`config.mk`:
```
export PLATFORM = sky130hd
export DESIGN_NAME = gfgh_front_flat
export DESIGN_NICKNAME = d
export VERILOG_FILES = /design/src/rtl/core/gfgh_pkg.sv /design/src/rtl/core/gfgh_ifs.sv /design/src/rtl/core/gfgh_front.sv /design/src/flat_wrapper.sv
export SDC_FILE = /design/constraint.sdc
export NUM_CORES = 1
export LEC_CHECK = 0
export BUFFER_PORTS_ARGS = -buffer_cell sky130_fd_sc_hd__buf_2
export CAP_MARGIN = 15
export CORE_MARGIN = 4
export CORE_UTILIZATION = 35
export DETAILED_ROUTE_END_ITERATION = 8
export PLACE_DENSITY_LB_ADDON = 0.1
export SYNTH_ARGS = -nofsm -noshare
export SYNTH_HDL_FRONTEND = slang
export SYNTH_SLANG_ARGS = --single-unit
```
`constraint.sdc`:
```
create_clock -name i_clk -period 4.9 [get_ports i_clk]
set_clock_uncertainty 0.2 [all_clocks]
set_input_delay 0.98 -clock i_clk [delete_from_list [all_inputs] [get_ports i_clk]]
set_output_delay 0.98 -clock i_clk [all_outputs]
set_load 0.005 [all_outputs]
```
`src/rtl/core/gfgh_pkg.sv`:
```
// Package for the Gaussian fit gradient and Hessian accumulator.
// Holds shared types, term widths, queue sizing and register indexes.
// No dependencies.
`timescale 1ns / 1ps
`default_nettype none

package gfgh_pkg;

    // Input queue between the front and the back of the block.
    localparam int QUEUE_DEPTH = 4;
    localparam int QUEUE_AW    = 2;

    // Width of the per-sample terms after the fixed-point shifts.
    localparam int GRAD_TERM_W = 33;
    localparam int HESS_TERM_W = 41;

    // Configuration port.
    localparam int CFG_IDX_W  = 2;
    localparam int CFG_DATA_W = 16;
    localparam logic [CFG_IDX_W-1:0] CFG_INV_SIGMA_XY_SQ = 2'd0;
    localparam logic [CFG_IDX_W-1:0] CFG_INV_SIGMA_Z_SQ  = 2'd1;
    localparam logic [CFG_DATA_W-1:0] INV_SIGMA_RESET    = 16'h8000;

    // One sample as it sits in the input queue.
    typedef struct packed {
        logic signed [15:0] x_offset;
        logic signed [15:0] y_offset;
        logic signed [15:0] z_offset;
        logic signed [15:0] model_term;
        logic signed [15:0] data_term;
        logic               last_sample;
    } t_sample;

    // Control that travels with an item down the back pipeline.
    typedef struct packed {
        logic valid;
        logic last;
    } t_ctl;

    // Terms to add to the sums for one sample.
    // Hessian order: xx, xy, xz, yy, yz, zz.
    typedef struct packed {
        logic [2:0][GRAD_TERM_W-1:0] grad;
        logic [5:0][HESS_TERM_W-1:0] hess;
    } t_terms;

endpackage

`default_nettype wire

```
`src/rtl/core/gfgh_ifs.sv`:
```
// Channel interfaces for the Gaussian fit accumulator: sample input and result output.
// Valid/ready handshake; no dependencies.
`timescale 1ns / 1ps
`default_nettype none

interface gfgh_in_if;
    logic               valid;
    logic               ready;
    logic signed [15:0] x_offset;
    logic signed [15:0] y_offset;
    logic signed [15:0] z_offset;
    logic signed [15:0] model_term;
    logic signed [15:0] data_term;
    logic               last_sample;

    modport source (
        output valid, x_offset, y_offset, z_offset, model_term, data_term, last_sample,
        input  ready
    );
    modport sink (
        input  valid, x_offset, y_offset, z_offset, model_term, data_term, last_sample,
        output ready
    );
endinterface


`default_nettype wire

```
`src/rtl/core/gfgh_front.sv`:
```
// Front end: accepts sample transactions into a short queue and presents the head.
// Depends on gfgh_pkg and gfgh_in_if.
`timescale 1ns / 1ps
`default_nettype none

module gfgh_front
    import gfgh_pkg::*;
(
    input  wire logic    i_clk,
    input  wire logic    i_rst_n,
    gfgh_in_if.sink      i_smp,
    input  wire logic    i_pop,
    output logic         o_vld,
    output t_sample      o_item
);

    t_sample               r_mem [QUEUE_DEPTH];
    logic [QUEUE_AW-1:0]   r_wr;
    logic [QUEUE_AW-1:0]   r_rd;
    logic [QUEUE_AW:0]     r_cnt;
    logic                  push;
    logic                  pop;

    // Accept while the queue has room.
    assign i_smp.ready = (r_cnt != (QUEUE_AW + 1)'(QUEUE_DEPTH));
    assign push        = i_smp.valid && i_smp.ready;
    assign o_vld       = (r_cnt != '0);
    assign pop         = i_pop && o_vld;
    assign o_item      = r_mem[r_rd];

    // Queue storage.
    always_ff @(posedge i_clk) begin
        if (push) begin
            r_mem[r_wr] <= '{x_offset:    i_smp.x_offset,
                             y_offset:    i_smp.y_offset,
                             z_offset:    i_smp.z_offset,
                             model_term:  i_smp.model_term,
                             data_term:   i_smp.data_term,
                             last_sample: i_smp.last_sample};
        end
    end

    // Pointers and fill count.
    always_ff @(posedge i_clk) begin
        if (!i_rst_n) begin
            r_wr  <= '0;
            r_rd  <= '0;
            r_cnt <= '0;
        end else begin
            if (push) begin
                r_wr <= r_wr + 1'b1;
            end
            if (pop) begin
                r_rd <= r_rd + 1'b1;
            end
            case ({push, pop})
                2'b10:   r_cnt <= r_cnt + 1'b1;
                2'b01:   r_cnt <= r_cnt - 1'b1;
                default: r_cnt <= r_cnt;
            endcase
        end
    end

endmodule

`default_nettype wire

```
`src/flat_wrapper.sv`:
```
// flat-port wrapper written by rule: the top's interface ports become plain ports
module gfgh_front_flat import gfgh_pkg::*;
  (i_clk, i_rst_n, i_pop, o_vld, o_item, i_smp_valid, i_smp_x_offset, i_smp_y_offset, i_smp_z_offset, i_smp_model_term, i_smp_data_term, i_smp_last_sample, i_smp_ready);
  gfgh_in_if i_smp_i ();
  input  wire logic i_clk;
  input  wire logic i_rst_n;
  input  wire logic i_pop;
  output logic o_vld;
  output t_sample o_item;
  input wire logic [$bits(i_smp_i.valid)-1:0] i_smp_valid;
  input wire logic [$bits(i_smp_i.x_offset)-1:0] i_smp_x_offset;
  input wire logic [$bits(i_smp_i.y_offset)-1:0] i_smp_y_offset;
  input wire logic [$bits(i_smp_i.z_offset)-1:0] i_smp_z_offset;
  input wire logic [$bits(i_smp_i.model_term)-1:0] i_smp_model_term;
  input wire logic [$bits(i_smp_i.data_term)-1:0] i_smp_data_term;
  input wire logic [$bits(i_smp_i.last_sample)-1:0] i_smp_last_sample;
  output wire logic [$bits(i_smp_i.ready)-1:0] i_smp_ready;
  assign i_smp_i.valid = i_smp_valid;
  assign i_smp_i.x_offset = i_smp_x_offset;
  assign i_smp_i.y_offset = i_smp_y_offset;
  assign i_smp_i.z_offset = i_smp_z_offset;
  assign i_smp_i.model_term = i_smp_model_term;
  assign i_smp_i.data_term = i_smp_data_term;
  assign i_smp_i.last_sample = i_smp_last_sample;
  assign i_smp_ready = i_smp_i.ready;
  gfgh_front u_core (.i_clk(i_clk), .i_rst_n(i_rst_n), .i_smp(i_smp_i), .i_pop(i_pop), .o_vld(o_vld), .o_item(o_item));
endmodule
```
==> out/metrics.cfg <==
[clocking]
cts_repair_resize_count = 0
cts_tree = yes
cts_sinks = 333
hold_buffers = 0
htree_levels = 2
cts.reportedPaths.clkPinSlew_ps = 60
cts-root-buf = clkbuf_16
insertion_delay_ps = 510
clockBufferDepth = 3
cts_buffers = 38
postCtsSetupBuffers = 0

[drt]
ant_nets = 0
via_per_inst = 4.78
vias = 5552
drt-wirelength-per-cell_um = 21.9
drc = 0
drt_iter0_drc = 244
wl_um = 25400
first_pass_iters = 5

[min_path]
hold_path_class = reg2reg
hold_path_depth = 2
min_from = u_core.r_wr[0]
hold_end = u_core.r_wr[0]

[floorplan]
core_mm2 = 0.0345
rows = 68
die_area_mm2 = 0.0381
ios = 168
die_x_um = 195
die_h_um = 195
start_util_pct = 35.5

[logic_synthesis]
synth_cells = 475
ys_ff_latch = 333
netlist_area_mm2 = 0.0123
synth-seq-area-share_pct = 80.9
ys.flop_type = edfxtp_1
ys_types = 23
ys_warn_count = 0
synth_fp_nets = 566
async_flop_share_pct = 0
postSynthAreaPerCell_um2 = 25.8
synth_edf_count = 324

[placed_design]
dp_hpwl_um = 15700
pre_cts_ws_ps = 1610
dpl_cell_area_mm2 = 0.0136
place_inst = 1090
io_buffer_count = 167
gp_congestion = 0.733

[grt]
grt_max_degree = 58
grt_use_met2_pct = 22.2
grt_overflow = 0
grt_pass1_vias = 6168
grt_antenna_before_repair = 6
gr-max-usage-layer = met2
use_met3_pct = 3.67
grtUsageTotal_pct = 13.3
grt_pass1_wl_um = 38700
use_met1_pct = 17.4

[sta]
fin_crit_ps = 3590
finalHoldViolCount = 0
holdWs_ps = 302
finalSetupViolCount = 0
slew_viol_final = 0
rsz0062_at_grt = no
fin_setup_tns_ps = 0
slew_headroom_pct = 38.2
worst_pin_slew_ps = 927
fin_crit_sh_pct = 73.2
layout_setup_ws_ps = 1310
max_freq_mhz = 279

[critical_path]
reg2reg_slack_ps = 2210
r2r_end = u_core.r_mem[3][60]
timing.rr.start = u_core.r_cnt[0]
cp_slowest_cell = dfxtp_4
path_cells = buf_4, mux4_2, buf_2
arrival_ps = 2410
reg2regPathDepth = 4
crit_path_max_incr_delay_ps = 910
cp.required_ps = 3720
endpoint_kind = primary output
worstSetupPathType = reg2out
critPathMaxFanout = 51
start_kind = flop

[outcome]
status = finished, final reports clean

[finish]
fillerInstances = 3077
synthToLayoutAreaGrowth_pct = 20.1
layout_commonest_cell = edfxtp_1
design_area_mm2 = 0.0147
layout_common_cells = edfxtp_1, buf_2, mux4_2
final_cells = 1161
final_core_util_pct = 42.6
final_net_count = 766
final_layout_size_suffix_gt1_share_pct = 45.1

[pwr]
power.density_mw_per_mm2 = 523
p_leak_nw = 4.90
power_mw = 7.70
max-vdd-ir-drop_uv = 241

[flow_run]
maxCapViolCount = 0

[where the power goes]
group / internal [mW] / switching (mW)
sequential: 3.44 / 0.133
clock: 1.52 / 1.06
combinational: 0.804 / 0.744
total: 5.76 / 1.94
[cells by family after synthesis]
| family | share of synthesized area (%) |
|---|---|
| AOI/OAI and AO/OA | 0.378 |
| adders and majority gates | 0.674 |
| and+or+nand+nor | 0.776 |
| muxes | 15.1 |
| buffers and inverters | 1.97 |
| xor gates and xnor gates | 0.286 |
| DFF | 80.9 |
[flip-flops by register name, summed over array words and instances (netlist names), named ones only]
register      cells
u_core.r_mem    324
u_core.r_cnt      3
u_core.r_wr       2
u_core.r_rd       2
[synthesized netlist by cell type (all sizes together) (2+ instances only)]
library cell,number,area [µm²]
a21boi,2,18.8
and2,7,43.8
buf,17,211
clkbuf,2,7.51
dfxtp,9,180
edfxtp,324,9730
ha,5,62.6
inv,6,22.5
mux2i,2,20.0
mux4,81,1820
nand2,6,22.5
nor2b,2,12.5
o21ai,2,10.0
or3,2,12.5
xnor2,3,26.3
[per-layer routing]
layer / wire, µm / part of all wire (%)
met1: 10600 / 42
met2: 12800 / 51
met3: 1430 / 5.6
met4: 458 / 1.8
met5: 67 / 0.26
[critical path, delay by kind of cell, from the launching register on]
family                 cells  cell delay, ps
buffers and inverters      2             590
multiplexers               1             380
flip-flops                 1             910
[worst max path at each step]
stage / startpoint / end / slack [ps] / depth (start not counted)
2_1_floorplan: i_smp_valid / u_core.r_mem[0][0] / 1070 / 2
4_1_cts: flop / o_item[42] / 1240 / 3
5_1_grt: flop / o_item[63] / 1180 / 3
6_report: flop / o_item[42] / 1310 / 3
3_3_place_gp: i_smp_valid / u_core.r_mem[0][26] / 1700 / 4
3_5_place_dp: i_smp_valid / u_core.r_mem[0][27] / 1610 / 4
[area by class of cell]
cell class                      count  area (µm²)  share of cell area [%]
Tap cell                          455         569                    3.87
Clock inverter                     24         111                   0.757
Multi-Input combinational cell    117        2110                    14.4
Sequential cell                   333        9920                    67.4
Timing Repair Buffer              179         938                    6.38
Antenna cell                        1        2.50                  0.0170
Clock buffer                       46        1040                    7.10
Inverter                            6        22.5                   0.153
Note: power is estimated with default switching activity, not from simulation.
