File: src/rtl/core/gfgh_pkg.sv
// Package for the Gaussian fit gradient and Hessian accumulator.
// Holds shared types, term widths, queue sizing and register indexes.
// No dependencies.
`timescale 1ns / 1ps
`default_nettype none

package gfgh_pkg;

    // Input queue between the front and the back of the block.
    localparam int QUEUE_DEPTH = 4;
    localparam int QUEUE_AW    = 2;

    // Width of the per-sample terms after the fixed-point shifts.
    localparam int GRAD_TERM_W = 33;
    localparam int HESS_TERM_W = 41;

    // Configuration port.
    localparam int CFG_IDX_W  = 2;
    localparam int CFG_DATA_W = 16;
    localparam logic [CFG_IDX_W-1:0] CFG_INV_SIGMA_XY_SQ = 2'd0;
    localparam logic [CFG_IDX_W-1:0] CFG_INV_SIGMA_Z_SQ  = 2'd1;
    localparam logic [CFG_DATA_W-1:0] INV_SIGMA_RESET    = 16'h8000;

    // One sample as it sits in the input queue.
    typedef struct packed {
        logic signed [15:0] x_offset;
        logic signed [15:0] y_offset;
        logic signed [15:0] z_offset;
        logic signed [15:0] model_term;
        logic signed [15:0] data_term;
        logic               last_sample;
    } t_sample;

    // Control that travels with an item down the back pipeline.
    typedef struct packed {
        logic valid;
        logic last;
    } t_ctl;

    // Terms to add to the sums for one sample.
    // Hessian order: xx, xy, xz, yy, yz, zz.
    typedef struct packed {
        logic [2:0][GRAD_TERM_W-1:0] grad;
        logic [5:0][HESS_TERM_W-1:0] hess;
    } t_terms;

endpackage

`default_nettype wire

File: src/rtl/core/gfgh_ifs.sv
// Channel interfaces for the Gaussian fit accumulator: sample input and result output.
// Valid/ready handshake; no dependencies.
`timescale 1ns / 1ps
`default_nettype none


interface gfgh_out_if #(
    parameter int ACC_WIDTH = 48
);
    logic                        valid;
    logic                        ready;
    logic signed [ACC_WIDTH-1:0] grad_x;
    logic signed [ACC_WIDTH-1:0] grad_y;
    logic signed [ACC_WIDTH-1:0] grad_z;
    logic signed [ACC_WIDTH-1:0] hess_xx;
    logic signed [ACC_WIDTH-1:0] hess_xy;
    logic signed [ACC_WIDTH-1:0] hess_xz;
    logic signed [ACC_WIDTH-1:0] hess_yy;
    logic signed [ACC_WIDTH-1:0] hess_yz;
    logic signed [ACC_WIDTH-1:0] hess_zz;
    logic                        saturated;

    modport source (
        output valid, grad_x, grad_y, grad_z, hess_xx, hess_xy, hess_xz,
               hess_yy, hess_yz, hess_zz, saturated,
        input  ready
    );
    modport sink (
        input  valid, grad_x, grad_y, grad_z, hess_xx, hess_xy, hess_xz,
               hess_yy, hess_yz, hess_zz, saturated,
        output ready
    );
endinterface

`default_nettype wire

File: src/rtl/core/gfgh_accum.sv
// Back end accumulator: saturating sums, clip flag and the result output register.
// Depends on gfgh_pkg and gfgh_out_if.
`timescale 1ns / 1ps
`default_nettype none

module gfgh_accum
    import gfgh_pkg::*;
#(
    parameter int ACC_WIDTH = 48
) (
    input  wire logic   i_clk,
    input  wire logic   i_rst_n,
    input  wire t_ctl   i_ctl,
    input  wire t_terms i_terms,
    output logic        o_adv,
    gfgh_out_if.source  o_res
);

    localparam int SUM_W = ((ACC_WIDTH > HESS_TERM_W) ? ACC_WIDTH : HESS_TERM_W) + 1;
    localparam int TOP_W = SUM_W - ACC_WIDTH + 1;

    logic signed [ACC_WIDTH-1:0] r_sum  [9];
    logic signed [ACC_WIDTH-1:0] n_sum  [9];
    logic signed [ACC_WIDTH-1:0] r_out  [9];
    logic [8:0]                  n_clip;
    logic                        r_clip;
    logic                        r_out_sat;
    logic                        r_ovalid;
    logic                        take;

    // Add with clipping; bit ACC_WIDTH of the result flags a clip.
    function automatic logic [ACC_WIDTH:0] sat_add(
        input logic signed [ACC_WIDTH-1:0] acc,
        input logic signed [SUM_W-2:0]     term
    );
        logic signed [SUM_W-1:0] s;
        logic [TOP_W-1:0]        top;
        logic [ACC_WIDTH:0]      res;
        s   = $signed({{(SUM_W - ACC_WIDTH){acc[ACC_WIDTH-1]}}, acc})
            + $signed({term[SUM_W-2], term});
        top = s[SUM_W-1:ACC_WIDTH-1];
        if ((&top) || !(|top)) begin
            res = {1'b0, s[ACC_WIDTH-1:0]};
        end else if (s[SUM_W-1]) begin
            res = {1'b1, 1'b1, {(ACC_WIDTH - 1){1'b0}}};
        end else begin
            res = {1'b1, 1'b0, {(ACC_WIDTH - 1){1'b1}}};
        end
        return res;
    endfunction

    // The back end stalls only when a result is due and the output slot is still full.
    assign o_adv = !(i_ctl.valid && i_ctl.last && r_ovalid && !o_res.ready);
    assign take  = i_ctl.valid && o_adv;

    // Next sums for the item at the head of the back end.
    always_comb begin
        logic [ACC_WIDTH:0] r;
        for (int i = 0; i < 3; i++) begin
            r = sat_add(r_sum[i], (SUM_W - 1)'($signed(i_terms.grad[i])));
            n_sum[i]  = $signed(r[ACC_WIDTH-1:0]);
            n_clip[i] = r[ACC_WIDTH];
        end
        for (int k = 0; k < 6; k++) begin
            r = sat_add(r_sum[3 + k], (SUM_W - 1)'($signed(i_terms.hess[k])));
            n_sum[3 + k]  = $signed(r[ACC_WIDTH-1:0]);
            n_clip[3 + k] = r[ACC_WIDTH];
        end
    end

    // Sums and clip flag; a last sample hands them to the output and clears them.
    always_ff @(posedge i_clk) begin
        if (!i_rst_n) begin
            for (int i = 0; i < 9; i++) begin
                r_sum[i] <= '0;
            end
            r_clip <= 1'b0;
        end else if (take) begin
            if (i_ctl.last) begin
                for (int i = 0; i < 9; i++) begin
                    r_sum[i] <= '0;
                end
                r_clip <= 1'b0;
            end else begin
                for (int i = 0; i < 9; i++) begin
                    r_sum[i] <= n_sum[i];
                end
                r_clip <= r_clip || (|n_clip);
            end
        end
    end

    // Output register payload.
    always_ff @(posedge i_clk) begin
        if (take && i_ctl.last) begin
            for (int i = 0; i < 9; i++) begin
                r_out[i] <= n_sum[i];
            end
            r_out_sat <= r_clip || (|n_clip);
        end
    end

    // Output valid: set by a finished set, cleared when the transaction completes.
    always_ff @(posedge i_clk) begin
        if (!i_rst_n) begin
            r_ovalid <= 1'b0;
        end else if (take && i_ctl.last) begin
            r_ovalid <= 1'b1;
        end else if (o_res.ready) begin
            r_ovalid <= 1'b0;
        end
    end

    assign o_res.valid     = r_ovalid;
    assign o_res.grad_x    = r_out[0];
    assign o_res.grad_y    = r_out[1];
    assign o_res.grad_z    = r_out[2];
    assign o_res.hess_xx   = r_out[3];
    assign o_res.hess_xy   = r_out[4];
    assign o_res.hess_xz   = r_out[5];
    assign o_res.hess_yy   = r_out[6];
    assign o_res.hess_yz   = r_out[7];
    assign o_res.hess_zz   = r_out[8];
    assign o_res.saturated = r_out_sat;

endmodule

`default_nettype wire

File: src/flat_wrapper.sv
// flat-port wrapper written by rule: the top's interface ports become plain ports
module gfgh_accum_flat import gfgh_pkg::*;
#(
    parameter int ACC_WIDTH = 48
)
  (i_clk, i_rst_n, i_ctl, i_terms, o_adv, o_res_valid, o_res_grad_x, o_res_grad_y, o_res_grad_z, o_res_hess_xx, o_res_hess_xy, o_res_hess_xz, o_res_hess_yy, o_res_hess_yz, o_res_hess_zz, o_res_saturated, o_res_ready);
  gfgh_out_if #(.ACC_WIDTH(ACC_WIDTH)) o_res_i ();
  input  wire logic i_clk;
  input  wire logic i_rst_n;
  input  wire t_ctl i_ctl;
  input  wire t_terms i_terms;
  output logic o_adv;
  output wire logic [$bits(o_res_i.valid)-1:0] o_res_valid;
  output wire logic [$bits(o_res_i.grad_x)-1:0] o_res_grad_x;
  output wire logic [$bits(o_res_i.grad_y)-1:0] o_res_grad_y;
  output wire logic [$bits(o_res_i.grad_z)-1:0] o_res_grad_z;
  output wire logic [$bits(o_res_i.hess_xx)-1:0] o_res_hess_xx;
  output wire logic [$bits(o_res_i.hess_xy)-1:0] o_res_hess_xy;
  output wire logic [$bits(o_res_i.hess_xz)-1:0] o_res_hess_xz;
  output wire logic [$bits(o_res_i.hess_yy)-1:0] o_res_hess_yy;
  output wire logic [$bits(o_res_i.hess_yz)-1:0] o_res_hess_yz;
  output wire logic [$bits(o_res_i.hess_zz)-1:0] o_res_hess_zz;
  output wire logic [$bits(o_res_i.saturated)-1:0] o_res_saturated;
  input wire logic [$bits(o_res_i.ready)-1:0] o_res_ready;
  assign o_res_valid = o_res_i.valid;
  assign o_res_grad_x = o_res_i.grad_x;
  assign o_res_grad_y = o_res_i.grad_y;
  assign o_res_grad_z = o_res_i.grad_z;
  assign o_res_hess_xx = o_res_i.hess_xx;
  assign o_res_hess_xy = o_res_i.hess_xy;
  assign o_res_hess_xz = o_res_i.hess_xz;
  assign o_res_hess_yy = o_res_i.hess_yy;
  assign o_res_hess_yz = o_res_i.hess_yz;
  assign o_res_hess_zz = o_res_i.hess_zz;
  assign o_res_saturated = o_res_i.saturated;
  assign o_res_i.ready = o_res_ready;
  gfgh_accum #(.ACC_WIDTH(ACC_WIDTH)) u_core (.i_clk(i_clk), .i_rst_n(i_rst_n), .i_ctl(i_ctl), .i_terms(i_terms), .o_adv(o_adv), .o_res(o_res_i));
endmodule
File: config.mk
export PLATFORM = sky130hd
export DESIGN_NAME = gfgh_accum_flat
export DESIGN_NICKNAME = d
export VERILOG_FILES = /design/src/rtl/core/gfgh_pkg.sv /design/src/rtl/core/gfgh_ifs.sv /design/src/rtl/core/gfgh_accum.sv /design/src/flat_wrapper.sv
export SDC_FILE = /design/constraint.sdc
export NUM_CORES = 2
export LEC_CHECK = 0
export ABC_AREA = 1
export BUFFER_PORTS_ARGS = -buffer_cell sky130_fd_sc_hd__buf_2
export CAP_MARGIN = 15
export CORE_ASPECT_RATIO = 0.5
export CORE_MARGIN = 4
export CORE_UTILIZATION = 50
export CTS_BUF_LIST = sky130_fd_sc_hd__clkbuf_4
export DETAILED_ROUTE_END_ITERATION = 8
export GPL_TIMING_DRIVEN = 0
export PLACE_DENSITY_LB_ADDON = 0.25
export SYNTH_ARGS = -nofsm -noshare
export SYNTH_HDL_FRONTEND = slang
export SYNTH_SLANG_ARGS = --single-unit
File: constraint.sdc
create_clock -name i_clk -period 74.8 [get_ports i_clk]
set_input_delay 14.96 -clock i_clk [delete_from_list [all_inputs] [get_ports i_clk]]
set_output_delay 14.96 -clock i_clk [all_outputs]
set_load 0.05 [all_outputs]
==> flow_metrics.py <==
metrics = {
    "run_status": {
        "status": "completed",
    },
    "sta": {
        "fmax_mhz": 32.60,
        "fin_ws_ns": 44.13,
        "fin_crit_ns": 30.67,
        "setup_violations": 0,
        "final.setup.tns_ns": 0,
        "whs_ns": 0.5808,
        "grt_setup_unrepaired": "no",
        "slew-limit-headroom": 0.1559,
        "finalHoldViolations": 0,
        "drv_slew": 0,
        "fin_skew_ns": 0.1316,
        "finalCritPeriodShare": 0.4100,
        "worst_slew_pin_slew_ns": 1.256,
    },
    "grt": {
        "grt_pass1_wl_mm": 303.0,
        "grt.total_usage": 0.3040,
        "gr-total-overflow": 0,
        "grt_max_degree": 67,
        "antenna_found_initial": 40,
        "first_global_vias": 54760,
    },
    "synthesis": {
        "synthFlopType": "edfxtp_1",
        "synth_seq_cells": 867,
        "synth_nets": 8431,
        "yosysSeqAreaShare": 0.4263,
        "yosysWarnings": 0,
        "synth_area_mm2": 0.06103,
        "ys_types": 56,
        "synth_edf_count": 865,
        "netlist_instances": 7640,
        "avgSynthCellArea_um2": 7.988,
        "ys_async_sr_fraction": 0,
    },
    "worst_setup_path": {
        "crit_path_frequent_cell": "buf_2",
        "crit_chain": "buf_2 -> nor2_1 -> nand3_1 -> buf_2",
        "cp_slowest_cell": "nor2_1",
        "arrival_ns": 15.71,
        "start_kind": "input port",
        "crit_type": "input port to output pin",
        "crit_fanout": 3,
        "crit_required_ns": 59.84,
        "cp_slowest_stage_delay_ns": 0.27,
        "critPathCaptureType": "output pin",
    },
    "detailed_routing": {
        "num_vias": 56390,
        "viasPerCell": 5.402,
        "drcViolationCount": 0,
        "drtIter0Drc": 4008,
        "firstDrtPassIters": 6,
        "ant_nets": 0,
        "wl_per_cell_um": 19.34,
        "routed_wl_mm": 201.9,
    },
    "clocking": {
        "clk_pin_slew_worst_paths_ns": 0.08,
        "postCtsSetupBuffers": 0,
        "cts.sinks": 867,
        "cts_buffer_depth": 3,
        "cts_hold_repair.buffers": 0,
        "clk_latency_ns": 1.20,
        "cts_tree": "yes",
        "cts_buffers": 200,
        "ctsResizeCount": 0,
        "htreeDepth": 4,
        "cts_root_buf": "clkbuf_4",
    },
    "placed_design": {
        "hpwl_mm": 162.9,
        "place.gp.congestion": 0.9777,
        "place_inst": 10060,
        "io_buffer_count": 784,
        "pre_cts_ws_ns": 44.16,
    },
    "die": {
        "dieArea_mm2": 0.1280,
        "row_count": 90,
        "core_area_mm2": 0.1208,
        "start_util": 0.5051,
        "io_pins": 785,
        "die_x_um": 502.1,
        "die_h_um": 255.0,
    },
    "power_and_ir_drop": {
        "ir_drop_v": 0.00001684,
        "p_per_area_mw_per_mm2": 25.24,
        "leakage_nw": 33.52,
    },
    "job": {
        "maxCapViolCount": 0,
    },
    "final_layout": {
        "final_nets": 9441,
        "regArea_mm2": 0.02602,
        "fill_cells": 11640,
        "final_cell_count_no_fill": 10440,
        "area_delta_synth_final_pct": 14.96,
        "final_layout_size_suffix_gt1_frac": 0.1591,
        "multi_input_area_mm2": 0.03099,
    },
    "min_path": {
        "hp-class": "flop to flop",
    },
}
[Yosys cell counts (28+ instances only)]
| master | count | area [um2] |
|---|---|---|
| nand2_1 | 2294 | 8611 |
| a21oi_1 | 931 | 4659 |
| edfxtp_1 | 865 | 25970 |
| inv_1 | 787 | 2954 |
| nor2_1 | 725 | 2721 |
| ha_1 | 432 | 5405 |
| xor2_1 | 242 | 2120 |
| nand3_1 | 231 | 1156 |
| o21ai_0 | 226 | 1131 |
| xnor2_1 | 109 | 954.7 |
| nand4_1 | 72 | 450.4 |
| clkbuf_1 | 69 | 259.0 |
| buf_2 | 60 | 300.3 |
| nor3_1 | 51 | 255.2 |
| nor4_1 | 46 | 287.8 |
| o21bai_1 | 45 | 337.8 |
| nand2_2 | 43 | 269.0 |
| a21o_1 | 39 | 292.8 |
| inv_2 | 38 | 142.6 |
| a31oi_1 | 34 | 212.7 |
| nor2_2 | 28 | 175.2 |
| o21ai_1 | 28 | 140.1 |
[final cells by class]
| class | instances | share of cell area |
|---|---|---|
| Buffer | 165 | 0.01300 |
| Tap cell | 1610 | 0.02871 |
| Clock buffer | 277 | 0.02964 |
| Antenna cell | 28 | 0.0009988 |
| Clock inverter | 76 | 0.007063 |
| Multi-Input combinational cell | 5780 | 0.4418 |
| Sequential cell | 867 | 0.3708 |
| Inverter | 828 | 0.04448 |
| Timing Repair Buffer | 808 | 0.06349 |
[critical path: cells and delay by family]
family / cells / cell delay, ns
simple gates: 2 / 0.42
buf+inv: 2 / 0.33
[worst paths after layout]
path,end,slack (ns),startpoint,cells after the start
max,o_adv,44.13,o_res_ready,4
min,u_core.r_clip,0.58,u_core.r_clip,2
max reg2reg,u_core.r_sum[0][35],71.27,u_core.o_res.valid,10
min reg2reg,u_core.r_clip,0.58,u_core.r_clip,2
[routing by layer]
metal | vias up | wire (um) | track usage
met2 | 1753 | 96490 | 0.5191
met5 | - | 80 | 0
met3 | 408 | 11650 | 0.04802
li1 | 27910 | - | -
met1 | 26320 | 83580 | 0.3767
met4 | 12 | 10080 | 0.1560
[cells by family after synthesis]
family	synth area share
adder cells (fa/ha/maj)	0.09152
XOR/XNOR	0.05038
AND/OR/NAND/NOR	0.2395
AO/OA/AOI/OAI	0.1263
buffers and inverters	0.06608
flip-flops	0.4263
[where the power goes]
part	leakage [nW]	switching, mW	internal [mW]
clock	1.52	0.206	0.193
sequential	8.72	0.0185	0.625
combinational	23.3	0.527	0.202
[placed cells by master, fill, tap and decap left out, drive strengths merged, types with 68 or more instances in the layout]
| master | instances |
|---|---|
| nor2 | 754 |
| xnor2 | 109 |
| a21oi | 932 |
| nand2 | 2351 |
| edfxtp | 865 |
| nor3 | 68 |
| nand4 | 73 |
| o21ai | 258 |
| ha | 432 |
| buf | 904 |
| xor2 | 242 |
| nand3 | 234 |
| inv | 833 |
| clkbuf | 346 |
[state kept, by name (all words and copies together), names as in the netlist]
signal                  cells
u_core.o_res.saturated      1
u_core.o_res.valid          1
u_core.r_sum              432
u_core.r_clip               1
u_core.r_out              432
[through the flow]
step                      utilization  power [mW]  area [um2]
after floorplan                     -       1.178       61030
after global placement         0.5542       1.387       66960
after detailed placement       0.5587       1.373       67510
after CTS                      0.5800       1.776       70080
after global routing           0.5805       1.878       70140
final                          0.5806       1.771       70150
Power figures use the tool's default switching activity.
